[src/rtl/multi_channel_led_pwm_assert.svh]
// ----------------------------------------------------------------------------
// multi_channel_led_pwm assertion macros
// Concurrent assertion helpers clocked on clk and disabled while rst_n is low.
// ----------------------------------------------------------------------------
`ifndef MULTI_CHANNEL_LED_PWM_ASSERT_SVH
`define MULTI_CHANNEL_LED_PWM_ASSERT_SVH

`ifndef SYNTHESIS
// Same-cycle implication.
`define MCLP_ASSERT_IMP(lbl, ant, con) \
  lbl: assert property (@(posedge clk) disable iff (!rst_n) (ant) |-> (con)) \
    else $error("multi_channel_led_pwm assertion failed");
// Next-cycle implication.
`define MCLP_ASSERT_NXT(lbl, ant, con) \
  lbl: assert property (@(posedge clk) disable iff (!rst_n) (ant) |=> (con)) \
    else $error("multi_channel_led_pwm assertion failed");
`else
`define MCLP_ASSERT_IMP(lbl, ant, con)
`define MCLP_ASSERT_NXT(lbl, ant, con)
`endif

`endif

[src/rtl/mclp_pkg.sv]
// ----------------------------------------------------------------------------
// mclp_pkg
// Shared constants, command codes and item types of the LED PWM block.
// ----------------------------------------------------------------------------
package mclp_pkg;

  localparam int unsigned LEVELS    = 10;
  localparam int unsigned RGB_COUNT = 3;
  localparam int unsigned COLOURS   = 3;
  localparam int unsigned CHANNELS  = 9;
  localparam int unsigned NUM_CH    = RGB_COUNT * COLOURS;
  localparam int unsigned CH_W      = $clog2(CHANNELS);

  localparam int unsigned CMD_W    = 3;
  localparam int unsigned RGB_W    = 2;
  localparam int unsigned COLOUR_W = 2;
  localparam int unsigned DUTY_W   = 4;
  localparam int unsigned PHASE_W  = 4;

  typedef enum logic [CMD_W-1:0] {
    CMD_TICK   = 3'd0,
    CMD_SET    = 3'd1,
    CMD_TOGGLE = 3'd2,
    CMD_PAUSE  = 3'd3,
    CMD_RESUME = 3'd4
  } command_t;

  typedef struct packed {
    logic [CMD_W-1:0]    command;
    logic [RGB_W-1:0]    rgb_index;
    logic [COLOUR_W-1:0] colour_index;
    logic [DUTY_W-1:0]   duty;
  } item_t;

  typedef struct packed {
    logic [CHANNELS-1:0] lit_mask;
    logic                rejected;
    logic                halted;
    logic [PHASE_W-1:0]  phase;
  } result_t;

endpackage

[src/rtl/mclp_state.sv]
// ----------------------------------------------------------------------------
// mclp_state
// PWM state (duty table, phase, drive, pause) and its one-pass update.
// ----------------------------------------------------------------------------
module mclp_state (
  input  logic            clk,
  input  logic            rst_n,
  input  logic            upd,
  input  mclp_pkg::item_t item,
  output mclp_pkg::result_t res
);
  import mclp_pkg::*;

  logic [DUTY_W-1:0]   duty_r   [CHANNELS];
  logic [DUTY_W-1:0]   duty_nxt [CHANNELS];
  logic [PHASE_W-1:0]  phase_r, phase_nxt, phase_inc;
  logic [CHANNELS-1:0] drive_r, drive_nxt;
  logic                pause_r, pause_nxt;
  logic                frozen_r, frozen_nxt;
  logic                arg_ok;
  logic                rej;
  logic [CH_W-1:0]     ch_idx;

  assign arg_ok = (32'(item.rgb_index) < RGB_COUNT) && (32'(item.colour_index) < COLOURS)
                  && (32'(item.duty) <= LEVELS);
  assign ch_idx = CH_W'(32'(item.rgb_index) * COLOURS + 32'(item.colour_index));
  assign phase_inc = (32'(phase_r) + 1 == LEVELS) ? '0 : phase_r + 1'b1;

  always_comb begin
    for (int i = 0; i < CHANNELS; i++) begin
      duty_nxt[i] = duty_r[i];
    end
    phase_nxt  = phase_r;
    drive_nxt  = drive_r;
    pause_nxt  = pause_r;
    frozen_nxt = frozen_r;
    rej        = 1'b0;
    unique case (item.command) inside
      CMD_TICK: begin
        if (!frozen_r) begin
          phase_nxt = phase_inc;
          if (phase_inc == '0) begin
            for (int i = 0; i < NUM_CH; i++) begin
              if (duty_r[i] != '0) drive_nxt[i] = 1'b1;
            end
          end else if (pause_r) begin
            drive_nxt  = '0;
            frozen_nxt = 1'b1;
          end else begin
            for (int i = 0; i < NUM_CH; i++) begin
              if (phase_inc >= duty_r[i]) drive_nxt[i] = 1'b0;
            end
          end
        end
      end
      CMD_SET, CMD_TOGGLE: begin
        if (!arg_ok) begin
          rej = 1'b1;
        end else if (item.command == CMD_TOGGLE && duty_r[ch_idx] != '0) begin
          duty_nxt[ch_idx] = '0;
        end else begin
          duty_nxt[ch_idx] = item.duty;
        end
      end
      CMD_PAUSE: pause_nxt = 1'b1;
      CMD_RESUME: begin
        pause_nxt  = 1'b0;
        frozen_nxt = 1'b0;
      end
      default: ;
    endcase
  end

  always_ff @(posedge clk) begin
    if (!rst_n) begin
      for (int i = 0; i < CHANNELS; i++) begin
        duty_r[i] <= '0;
      end
      phase_r  <= '0;
      drive_r  <= '0;
      pause_r  <= 1'b0;
      frozen_r <= 1'b0;
    end else if (upd) begin
      for (int i = 0; i < CHANNELS; i++) begin
        duty_r[i] <= duty_nxt[i];
      end
      phase_r  <= phase_nxt;
      drive_r  <= drive_nxt;
      pause_r  <= pause_nxt;
      frozen_r <= frozen_nxt;
    end
  end

  assign res.lit_mask = drive_nxt;
  assign res.rejected = rej;
  assign res.halted   = frozen_nxt;
  assign res.phase    = phase_nxt;

endmodule

[src/rtl/multi_channel_led_pwm.sv]
// ----------------------------------------------------------------------------
// multi_channel_led_pwm
// Nine-channel PWM for three RGB LEDs with set, toggle, pause and resume.
// ----------------------------------------------------------------------------
//   Channel  Direction  Handshake         Payload
//   in_      input      in_valid/stall    command, rgb_index, colour_index, duty
//   out_     output     out_valid/stall   lit_mask, rejected, halted, phase
//
// Each command goes through an input register and then one pass of update
// logic into the output register, one transfer per cycle while the output
// is not stalled. A stalled output holds the input register, and the input
// stalls only then. Synchronous reset clears all duties, the phase, the drive
// and the pause state.
`include "multi_channel_led_pwm_assert.svh"

module multi_channel_led_pwm (
  input  logic       clk,
  input  logic       rst_n,
  input  logic       in_valid,
  output logic       in_stall,
  input  logic [2:0] in_command,
  input  logic [1:0] in_rgb_index,
  input  logic [1:0] in_colour_index,
  input  logic [3:0] in_duty,
  output logic       out_valid,
  input  logic       out_stall,
  output logic [8:0] out_lit_mask,
  output logic       out_rejected,
  output logic       out_halted,
  output logic [3:0] out_phase
);
  import mclp_pkg::*;

  item_t   item_r;
  logic    item_valid_r;
  result_t res_r, res_nxt;
  logic    out_valid_r;
  logic    advance;

  // The held item moves on when the output register is empty or being drained.
  assign advance  = item_valid_r && (!out_valid_r || !out_stall);
  assign in_stall = item_valid_r && !advance;

  always_ff @(posedge clk) begin
    if (!rst_n) begin
      item_valid_r <= 1'b0;
      out_valid_r  <= 1'b0;
    end else begin
      if (in_valid && !in_stall) begin
        item_valid_r <= 1'b1;
      end else if (advance) begin
        item_valid_r <= 1'b0;
      end
      if (advance) begin
        out_valid_r <= 1'b1;
      end else if (!out_stall) begin
        out_valid_r <= 1'b0;
      end
    end
  end

  always_ff @(posedge clk) begin
    if (in_valid && !in_stall) begin
      item_r.command      <= in_command;
      item_r.rgb_index    <= in_rgb_index;
      item_r.colour_index <= in_colour_index;
      item_r.duty         <= in_duty;
    end
    if (advance) begin
      res_r <= res_nxt;
    end
  end

  mclp_state u_state (
    .clk   (clk),
    .rst_n (rst_n),
    .upd   (advance),
    .item  (item_r),
    .res   (res_nxt)
  );

  assign out_valid    = out_valid_r;
  assign out_lit_mask = res_r.lit_mask;
  assign out_rejected = res_r.rejected;
  assign out_halted   = res_r.halted;
  assign out_phase    = res_r.phase;

  // A frozen PWM drives every channel dark.
  `MCLP_ASSERT_IMP(a_halt_dark, out_valid && out_halted, out_lit_mask == '0)
  // The phase counter stays below the level count.
  `MCLP_ASSERT_IMP(a_phase_range, out_valid, 32'(out_phase) < LEVELS)
  // A full input register with a free output never holds the input side.
  `MCLP_ASSERT_IMP(a_no_false_stall, item_valid_r && !out_valid_r, !in_stall)

endmodule

[config.mk]
export PLATFORM = sky130hd
export DESIGN_NAME = multi_channel_led_pwm
export DESIGN_NICKNAME = d
export VERILOG_FILES = /design/src/rtl/mclp_pkg.sv /design/src/rtl/mclp_state.sv /design/src/rtl/multi_channel_led_pwm.sv
export VERILOG_INCLUDE_DIRS = /design/src /design/src/rtl
export SDC_FILE = /design/constraint.sdc
export NUM_CORES = 1
export LEC_CHECK = 0
export BUFFER_PORTS_ARGS = -buffer_cell sky130_fd_sc_hd__buf_2
export CORE_AREA = 3 3 156 97
export CTS_CLUSTER_SIZE = 12
export DETAILED_ROUTE_END_ITERATION = 7
export DIE_AREA = 0 0 159 100
export PLACE_DENSITY = 0.6
export SLEW_MARGIN = 20
export SYNTH_ARGS = -nofsm -noshare
export SYNTH_HDL_FRONTEND = slang
export SYNTH_SLANG_ARGS = --single-unit
[constraint.sdc]
create_clock -name clk -period 6.2 [get_ports clk]
set_input_delay 0.31 -clock clk [delete_from_list [all_inputs] [get_ports clk]]
set_output_delay 0.31 -clock clk [all_outputs]
set_load 0.03 [all_outputs]
==> results.md, run 1 <==
- Nets: 545
- Area share of the largest cell type after synthesis: 0.388
- Synthesized flop and latch total: 79
- Vias in the first global route: 3679
- Total CTS buffers: 9
- Clk sink count: 79
- Initial DRC Count: 267
- Tot Pwr: 0.00142 W
- Clk buf depth: 2
- Filler cell count: 1353
- Hold_buf cts: 0
- WL final: 11500 um
- CP arrival: 3600 ps
- Static Leakage: 2.10 nW
- IO Count: 32
- Area Overhead vs Synth: 14.2%
- Core area: 0.0137 mm2
- Count of final hold-check violations: 0
- CP Class: flip-flop to flip-flop
- Setup crit end kind: flip-flop
- Delay of the slowest critical-path stage: 770 ps
- Part of the Yosys area used for sequential elements: 0.459
- Endpoints failing setup: 0
- Crit-path max FO: 19
- Antenna diode count: 0
- Synth top area cells: edfxtp_1 (39%), ha_1 (11%), dfxtp_1 (7.1%)
- Max Freq: 0.293 GHz
- Required @ worst endpoint: 6380 ps
- Die width: 159 um
- Routed length per instance: 16.8 um
- Starting Density: 0.350
- Setup Fix Bufs, Post-CTS: 0
- Pin count of the biggest net entering global routing: 37
- Via density per instance: 5.46
- DIE AREA: 0.0159 mm2
- Ys flop type: edfxtp_1
- RSZ-0062 raised after global routing: false
- Initial antenna violation count: 0
- Clk_lat worst skew: 340 ps
- Minimum clock period: 3420 ps
- Synth Instances: 462
- Ys Warns: 0
- Slew @ Worst Pin: 920 ps
- HPWL Detailed: 8280 um
- Worst hold-check path type: input port to flip-flop
- Drt first pass iters: 4
- Critical-path top delay cell: dfxtp_1
- GPL Wtd Cong: 0.834
- Routed Antenna Nets: 0
- Port Buffers: 31
- Final Slew Violations: 0
- Final core occ: 0.400
- TritonCTS clock tree: yes
- Layout cells sized above 1: 0.134
- Gr ovfl total: 0
- Relative slew slack: 0.385
- Leading area contributor after synthesis: edfxtp_1
- Post-synth ARST share: 0
- Tot GR Track Use: 0.149
- Hold WS: 139 ps
- Post-CTS sizing: 0
- Post-Syn Nets: 520
- DR DRC count: 0
- Crit path top cell by count: ha_1
- Critical path, cell by cell: ha_1 -> nand2b_1 -> a21oi_1 -> nor3_2 -> ha_1 -> a211o_1 -> a31oi_1 -> o21ai_0 -> o21ai_1
- Clock skew: 8.09 ps
- Setup TNS: 0 ps
- Run status: finished clean
- IR drop worst, VDD: 0.126 mV
- CP Launch Type: flip-flop
- Die H: 100 um
- Post-synth EDFFs: 62
- Max-cap violation count: 0
- Post-route design area: 0.00548 mm2
- Syn Area/Cell: 10.4 um2
- Wire length of the first global-routing pass: 19000 um
- Root Driver: clkbuf_16
- Dpl cell area: 0.00514 mm2
- Worst-path clk slew: 60 ps
- Vias: 3734
- H-tree depth: 3
- Cell row count: 33
- CP Buf/Inv Count: 0
- Final period util: 0.551
- Distinct cells, synth: 56
- Synthesized area: 0.00480 mm2
- PD cells: 259 mW/mm2
- Kind of cell adding the most delay to the critical path: simple AND/OR/NAND/NOR gates
-- flip-flops by register name, summed over array words and instances (netlist names), 4 cells and up --
| name | count |
|---|---|
| u_state.phase_r | 4 |
| item_r | 11 |
| out_lit_mask | 9 |
| u_state.duty_r | 36 |
| u_state.drive_r | 9 |
| out_phase | 4 |
-- Yosys cell counts (2+ instances only) --
cell and instances:
or2_2 4, and4_1 2, buf_2 2, o22ai_1 2, a21o_1 11, and3_1 2, nor2b_1 5, o21ai_1 41
nand3_1 35, o31ai_1 9, dfxtp_1 17, nand3b_1 4, a31oi_1 20, nand4_1 2, a211o_1 9, nand4_4 5
xor2_1 3, a22o_1 2, nand2_1 20, a21oi_1 12, or3_1 5, inv_1 32, o21ai_0 17, ha_1 41
edfxtp_1 62, nor2_1 15, o211ai_1 8, nor3_1 8, nor4_1 2, fa_1 2, clkbuf_1 15, mux2i_1 8
nand2b_1 17
-- path summary, 6_finish.rpt --
| path | from | to | slack, ps | cells past startpoint |
|---|---|---|---|---|
| worst max-delay path | u_state.phase_r[0] | out_lit_mask[4] | 2780 | 9 |
| worst min-delay path | in_command[2] | item_r[10] | 140 | 1 |
| worst max register to register | u_state.phase_r[0] | out_lit_mask[4] | 2780 | 9 |
| worst min register to register | item_valid_r | out_valid | 500 | 2 |
-- cell usage in the layout (no fill, tap or decap), types with 9 or more instances in the layout --
cell type  count
nand2_1       20
inv_1         32
a21oi_1       11
a211o_1        9
a21o_1        11
o21ai_0       17
nand3_1       35
nor2_1        15
ha_1          41
buf_2         31
dfxtp_1       17
o21ai_1       41
a31oi_1       20
clkbuf_16     11
nand2b_1      17
edfxtp_1      62
-- logic make-up after synthesis --
group | after synthesis | synth area share
mux | 10 | 0.0266
buf+inv | 54 | 0.0464
compound gates | 138 | 0.180
fa+ha+maj | 43 | 0.115
simple gates | 134 | 0.166
flops | 79 | 0.459
xor+xnor | 4 | 0.00730
-- worst reg2reg max path, stage by stage, from the launching register on --
cell and delay [ps]:
dfxtp_1 770, ha_1 440, nand2b_1 180, a21oi_1 100, nor3_2 660, ha_1 390
a211o_1 310, a31oi_1 210, o21ai_0 100, o21ai_1 110
-- where the power goes --
group	leakage, nW	internal [W]	switching [W]
clock network	0.161	0.000371	0.000212
logic	1.18	0.0000753	0.000134
registers	0.760	0.000600	0.0000256
total	2.10	0.00105	0.000372
-- stage by stage --
| stage | setup WS [ps] | cells |
|---|---|---|
| floorplan | 2070 | 462 |
| global placement | 2550 | 668 |
| detailed placement | 2780 | 668 |
| CTS | 2770 | 684 |
| global route | 2500 | 684 |
| finish | 2780 | 684 |
-- cell type report --
cell class | count | area (um2) | area share
Clock buffer | 14 | 297 | 0.0541
Clock inverter | 2 | 33.8 | 0.00617
Inverter | 34 | 128 | 0.0233
Multi-Input combinational cell | 329 | 2400 | 0.438
Sequential cell | 79 | 2200 | 0.402
Tap cell | 192 | 240 | 0.0438
Timing Repair Buffer | 34 | 178 | 0.0324
-- metal layers --
| layer | up-vias | track usage | part of all wire |
|---|---|---|---|
| met5 | - | 0 | 0 |
| met4 | 0 | 0.0289 | 0.0084 |
| met3 | 15 | 0.0363 | 0.051 |
| met2 | 112 | 0.229 | 0.44 |
| met1 | 1807 | 0.216 | 0.50 |
| li1 | 1800 | - | - |
Power figures use the tool's default switching activity.
==> run 2, diff against run 1 <==
==> constraint.sdc (replaced) <==
create_clock -name clk -period 3.31 [get_ports clk]
set_input_delay 0.1655 -clock clk [delete_from_list [all_inputs] [get_ports clk]]
set_output_delay 0.1655 -clock clk [all_outputs]
set_load 0.03 [all_outputs]
==> results.md, run 2 (synthesized netlist as in run 1, its figures left out) <==
- Run status: finished clean
- Cell row count: 33 (unchanged)
- Initial DRC Count: 345 (+29%)
- Port Buffers: 31 (unchanged)
- Worst hold-check path type: input port to flip-flop
- Worst Setup Slack, final: 322 ps (-2460 ps)
- Logic pwr share: 0.164 (+0.016)
- Pin count of the biggest net entering global routing: 37 (unchanged)
- Slew @ Worst Pin: 913 ps (-6.11 ps)
- HPWL Detailed: 8640 um (+4.4%)
- WL final: 11600 um (+1.1%)
- DRT met1 WL: 5960 um (+2.9%)
- Switching share of power: 0.270 (+0.00739)
- Layout cells sized above 1: 0.145 (+0.0104)
- GPL Wtd Cong: 0.879 (+5.4%)
- TritonCTS clock tree: yes
- Wire length on met2: 4960 um (-1.7%)
- Max reg flops: 36 (unchanged)
- Clk_lat worst skew: 340 ps (about the same)
- Top routing layer in use: met4
- Starting Density: 0.350 (unchanged)
- Area Overhead vs Synth: 16.9%
- Most common cell after layout, fill and taps aside: edfxtp_1
- Gr ovfl total: 0 (unchanged)
- Relative slew slack: 0.390 (+0.00490)
- Final Slew Violations: 0 (unchanged)
- Max Freq: 0.335 GHz (+14%)
- Seq pwr share: 0.452 (+0.011)
- Endpoints failing setup: 0 (unchanged)
- Vias: 3798 (+1.7%)
- Filler cell count: 1333 (-1.5%)
- CP Buf/Inv Count: 1 (+1)
- Minimum clock period: 2990 ps (-429 ps)
- Static Leakage: 2.17 nW (+3.4%)
- Dpl ws: 316 ps (-2460 ps)
- Initial antenna violation count: 0 (unchanged)
- H-tree depth: 3 (unchanged)
- Max-cap violation count: 0 (unchanged)
- Setup TNS: 0 ps (unchanged)
- PD cells: 461 mW/mm2 (+78%)
- RSZ-0062 raised after global routing: false
- Met3 WL post-DR: 608 um (+4.3%)
- CP Class: flip-flop to flip-flop
- CP Launch Type: flip-flop
- Hold WS: 14.2 ps (-125 ps)
- Routed Antenna Nets: 0 (unchanged)
- Largest regs: u_state.duty_r x36, item_r x11
- Kind of cell adding the most delay to the critical path: adder cells
- Vias in the first global route: 3663 (-0.43%)
- Clk buf depth: 2 (unchanged)
- Clock skew: 8.91 ps (+0.817 ps)
- Critical-path top delay cell: fa_1
- Most frequent cells in the layout: edfxtp_1 (62), o21ai_1 (41), ha_1 (41)
- Die width: 159 um (unchanged)
- Via density per instance: 5.39 (-1.2%)
- Required @ worst endpoint: 3390 ps (-2990 ps)
- Top reg by flops: u_state.duty_r
- Crit-path max FO: 9 (-10)
- Int Pwr: 0.00189 W (+80%)
- Drt first pass iters: 5 (+1)
- Delay of the slowest critical-path stage: 480 ps (-290 ps)
- Nets: 565 (+3.7%)
- NetSw: 0.000697 W (+87%)
- Core area: 0.0137 mm2 (unchanged)
- Critical path, cell by cell: fa_1 -> ha_1 -> inv_1 -> fa_1 -> a311oi_1 -> nand4_4 -> nand4_4 -> mux2i_1
- Post-CTS sizing: 0 (unchanged)
- Root Driver: clkbuf_16
- Final period util: 0.903 (+0.352)
- Wire length of the first global-routing pass: 19300 um (+1.3%)
- DR DRC count: 0 (unchanged)
- Routed length per instance: 16.5 um (-1.8%)
- Count of final hold-check violations: 0 (unchanged)
- Tot GR Track Use: 0.151 (+0.00243)
- Final core occ: 0.409 (+0.00940)
- Setup crit end kind: flip-flop
- IR drop worst, VDD: 0.251 mV (+100%)
- Clk network pwr share: 0.383 (-0.028)
- CP arrival: 3070 ps (-530 ps)
- DIE AREA: 0.0159 mm2 (unchanged)
- Worst-path clk slew: 60 ps (about the same)
- IO Count: 32 (unchanged)
- Total CTS buffers: 9 (unchanged)
- Die H: 100 um (unchanged)
- Clk sink count: 79 (unchanged)
- Antenna diode count: 0 (unchanged)
-- run 2: final timing paths --
kind | start | endpoint | slack, ps | depth (start not counted)
worst min register to register | item_valid_r | out_valid | 510 | 2
worst max-delay path | item_r[6] | u_state.duty_r[8][3] | 320 | 8
worst min-delay path | in_duty[0] | item_r[0] | 10 | 1
worst max register to register | item_r[6] | u_state.duty_r[8][3] | 320 | 8
-- run 2: worst reg2reg max path, stage by stage, from the launching register on --
cell      delay [ps]
edfxtp_1         440
fa_1             480
ha_1             200
inv_1             70
fa_1             430
a311oi_1         470
nand4_4          250
nand4_4          260
mux2i_1          110
-- run 2: area by class of cell --
type / count / area [um2] / share of cell area
multi-input cells: 329 / 2390 / 0.427
clock inverters: 4 / 46.3 / 0.00826
flip-flops and latches: 79 / 2200 / 0.393
repair buffers: 54 / 353 / 0.0629
clock buffers: 12 / 246 / 0.0440
inverters: 34 / 128 / 0.0228
well taps: 192 / 240 / 0.0428
-- run 2: layer usage --
metal / vias up / global-route usage
li1: 1840 / -
met1: 1847 / 0.221
met2: 98 / 0.233
met3: 13 / 0.0334
met4: 0 / 0.0296
met5: - / 0
-- run 2: power groups by stage --
stage,logic [W],registers (W),clock network [W]
after floorplan,0.000280,0.00119,0
after global placement,0.000396,0.00119,0
after detailed placement,0.000411,0.00119,0
after CTS,0.000420,0.00117,0.00100
after global routing,0.000472,0.00118,0.00105
final,0.000424,0.00117,0.000990
-- run 2: per-stage QoR --
stage	cells	power [W]	cell area (um2)
after CTS	702	0.00259	5590
after global placement	678	0.00158	5220
after detailed placement	678	0.00160	5220
after floorplan	462	0.00147	4800
after global routing	704	0.00270	5610
final	704	0.00258	5610
-- run 2: repair_timing --
item,4_1_cts,5_1_grt
setup buffers,0,0
endpoints found under the hold margin,8,2
hold buffers,8,2
==> run 3, diff against run 2 <==
--- a/config.mk
+++ b/config.mk
@@ -11,7 +11,7 @@
 export CTS_CLUSTER_SIZE = 12
 export DETAILED_ROUTE_END_ITERATION = 7
 export DIE_AREA = 0 0 159 100
-export PLACE_DENSITY = 0.6
+export PLACE_DENSITY = 0.48
 export SLEW_MARGIN = 20
 export SYNTH_ARGS = -nofsm -noshare
 export SYNTH_HDL_FRONTEND = slang
==> results.md, run 3 (synthesized netlist as in run 1, its figures left out) <==
- Total CTS buffers: 9 (unchanged)
- Nets: 564 (-0.18%)
- Tot GR Track Use: 0.160 (+0.00849)
- TritonCTS clock tree: yes
- PD cells: 461 mW/mm2 (+0.16%)
- Vias in the first global route: 3692 (+0.79%)
- Dpl ws: 270 ps (-45.7 ps)
- Worst Reg-to-Reg Cells: 8 (unchanged)
- Worst Hold Launch: in_rgb_index[1]
- R2R setup slack: 270 ps (-50 ps)
- Port Buffers: 31 (unchanged)
- Setup TNS: 0 ps (unchanged)
- Critical-path top delay cell: o311ai_0
- Tot Pwr: 0.00258 W (about the same)
- Placed cell count: 677 (-0.15%)
- Top reg by flops: u_state.duty_r
- Clk sink count: 79 (unchanged)
- Crit path top cell by count: fa_1
- CP Launch Type: flip-flop
- Count of final hold-check violations: 0 (unchanged)
- Gr ovfl total: 0 (unchanged)
- DIE AREA: 0.0159 mm2 (unchanged)
- H-tree depth: 3 (unchanged)
- Clock skew: 8.25 ps (-0.654 ps)
- Die H: 100 um (unchanged)
- Die width: 159 um (unchanged)
- WL final: 12200 um (+4.7%)
- DR DRC count: 0 (unchanged)
- GPL Wtd Cong: 0.807 (-8.1%)
- Via density per instance: 5.32 (-1.5%)
- WHS Endpoint: item_r[7]
- Final instance count without filler cells: 703 (-0.14%)
- Max Freq: 0.329 GHz (-1.6%)
- Cell row count: 33 (unchanged)
- Relative slew slack: 0.291 (-0.0984)
- RSZ-0062 raised after global routing: false
- IO Count: 32 (unchanged)
- Layout cells sized above 1: 0.143 (-0.00167)
- Wire length of the first global-routing pass: 20100 um (+4.1%)
- Setup crit end kind: flip-flop
- Clk buf depth: 2 (unchanged)
- Worst r2r src: item_r[6]
- Most frequent cells in the layout: edfxtp_1 (62), o21ai_1 (41), ha_1 (41)
- CP arrival: 3110 ps (+40 ps)
- Worst hold-check path type: input port to flip-flop
- Routed length per instance: 17.3 um (+4.9%)
- Worst Setup Slack, final: 273 ps (-49.1 ps)
- Max reg flops: 36 (unchanged)
- Vias: 3737 (-1.6%)
- Minimum clock period: 3040 ps (+49.1 ps)
- Slew @ Worst Pin: 1060 ps (+146 ps)
- Antenna diode count: 0 (unchanged)
- Drt first pass iters: 5 (unchanged)
- Delay of the slowest critical-path stage: 610 ps (+130 ps)
- Most common cell after layout, fill and taps aside: edfxtp_1
- Final Slew Violations: 0 (unchanged)
- Final period util: 0.918 (+0.0148)
- IR drop worst, VDD: 0.195 mV (-22%)
- Largest regs: u_state.duty_r x36, item_r x11
- Core area: 0.0137 mm2 (unchanged)
- Crit-path max FO: 9 (unchanged)
- Initial antenna violation count: 0 (unchanged)
- Initial DRC Count: 205 (-41%)
- Starting Density: 0.350 (unchanged)
- Final core occ: 0.409 (-0.000548)
- Routed Antenna Nets: 0 (unchanged)
- Worst-path clk slew: 60 ps (about the same)
- Max-cap violation count: 0 (unchanged)
- Root Driver: clkbuf_16
- Run status: finished clean
- Hold path cells: 1 (unchanged)
- Pin count of the biggest net entering global routing: 37 (unchanged)
- Critical path, cell by cell: fa_1 -> ha_1 -> inv_1 -> fa_1 -> o311ai_0 -> a21oi_4 -> nand4_4 -> o21ai_1
- Area Overhead vs Synth: 16.7%
- Reg2reg end: u_state.duty_r[5][3]
- CP Class: flip-flop to flip-flop
- Required @ worst endpoint: 3380 ps (about the same)
- Setup Fix Bufs, Post-CTS: 0 (unchanged)
- Endpoints failing setup: 0 (unchanged)
- Static Leakage: 2.16 nW (-0.25%)
- Clk_lat worst skew: 340 ps (about the same)
- HPWL Detailed: 9050 um (+4.7%)
## run 3: cell count changes in the layout (fill, tap and decap cells not counted)
cell / previous run / this run
buf_4: 13 / 12
## run 3: final cells by class
cell class / count / area (um2)
flip-flops and latches: 79 / 2200
well taps: 192 / 240
inverters: 34 / 128
fillers: 1341 / 8110
clock inverters: 4 / 46.3
multi-input cells: 329 / 2390
clock buffers: 12 / 246
repair buffers: 53 / 345
## run 3: through the flow
| step | hold WS, ps | area (um2) |
|---|---|---|
| after CTS | 0.125 | 5600 |
| after global routing | 0.555 | 5600 |
| final | 8.95 | 5600 |
| after global placement | 343 | 5210 |
| after detailed placement | 344 | 5210 |
| after floorplan | 264 | 4800 |
## run 3: worst max-delay path, delay by kind of cell (launching register included)
kind,cells,cell delay (ps)
adders and majority gates,3,1170
AOI/OAI and AO/OA,3,880
DFF,1,440
and+or+nand+nor,1,240
buffers and inverters,1,50
## run 3: report_power, final
group,total (W),internal (W),leakage [nW],switching [W]
combinational,0.000423,0.000160,1.26,0.000263
clock,0.000991,0.000602,0.140,0.000390
sequential,0.00117,0.00112,0.760,0.0000459
total,0.00258,0.00188,2.16,0.000699
## run 3: worst max-delay path by stage
stage | from | to | slack (ps)
2_1_floorplan | u_state.phase_r[0] | out_lit_mask[4] | 270
3_3_place_gp | item_r[5] | u_state.duty_r[8][1] | 360
3_5_place_dp | item_r[5] | u_state.duty_r[5][3] | 270
4_1_cts | item_r[5] | u_state.duty_r[5][3] | 260
5_1_grt | item_r[6] | u_state.duty_r[5][3] | 180
6_report | item_r[6] | u_state.duty_r[5][3] | 270
## run 3: metal layers
layer / track usage / vias up / part of all wire
li1: - / 1840 / -
met1: 0.235 / 1793 / 0.52
met2: 0.248 / 97 / 0.43
met3: 0.0313 / 7 / 0.043
met4: 0.0303 / 0 / 0.0052
met5: 0 / - / 0
## run 3: what timing repair did
item,4_1_cts,5_1_grt
gates resized for setup,0,0
setup endpoints to repair,0,0
hold buffers,10,0
hold endpoints to repair,10,0
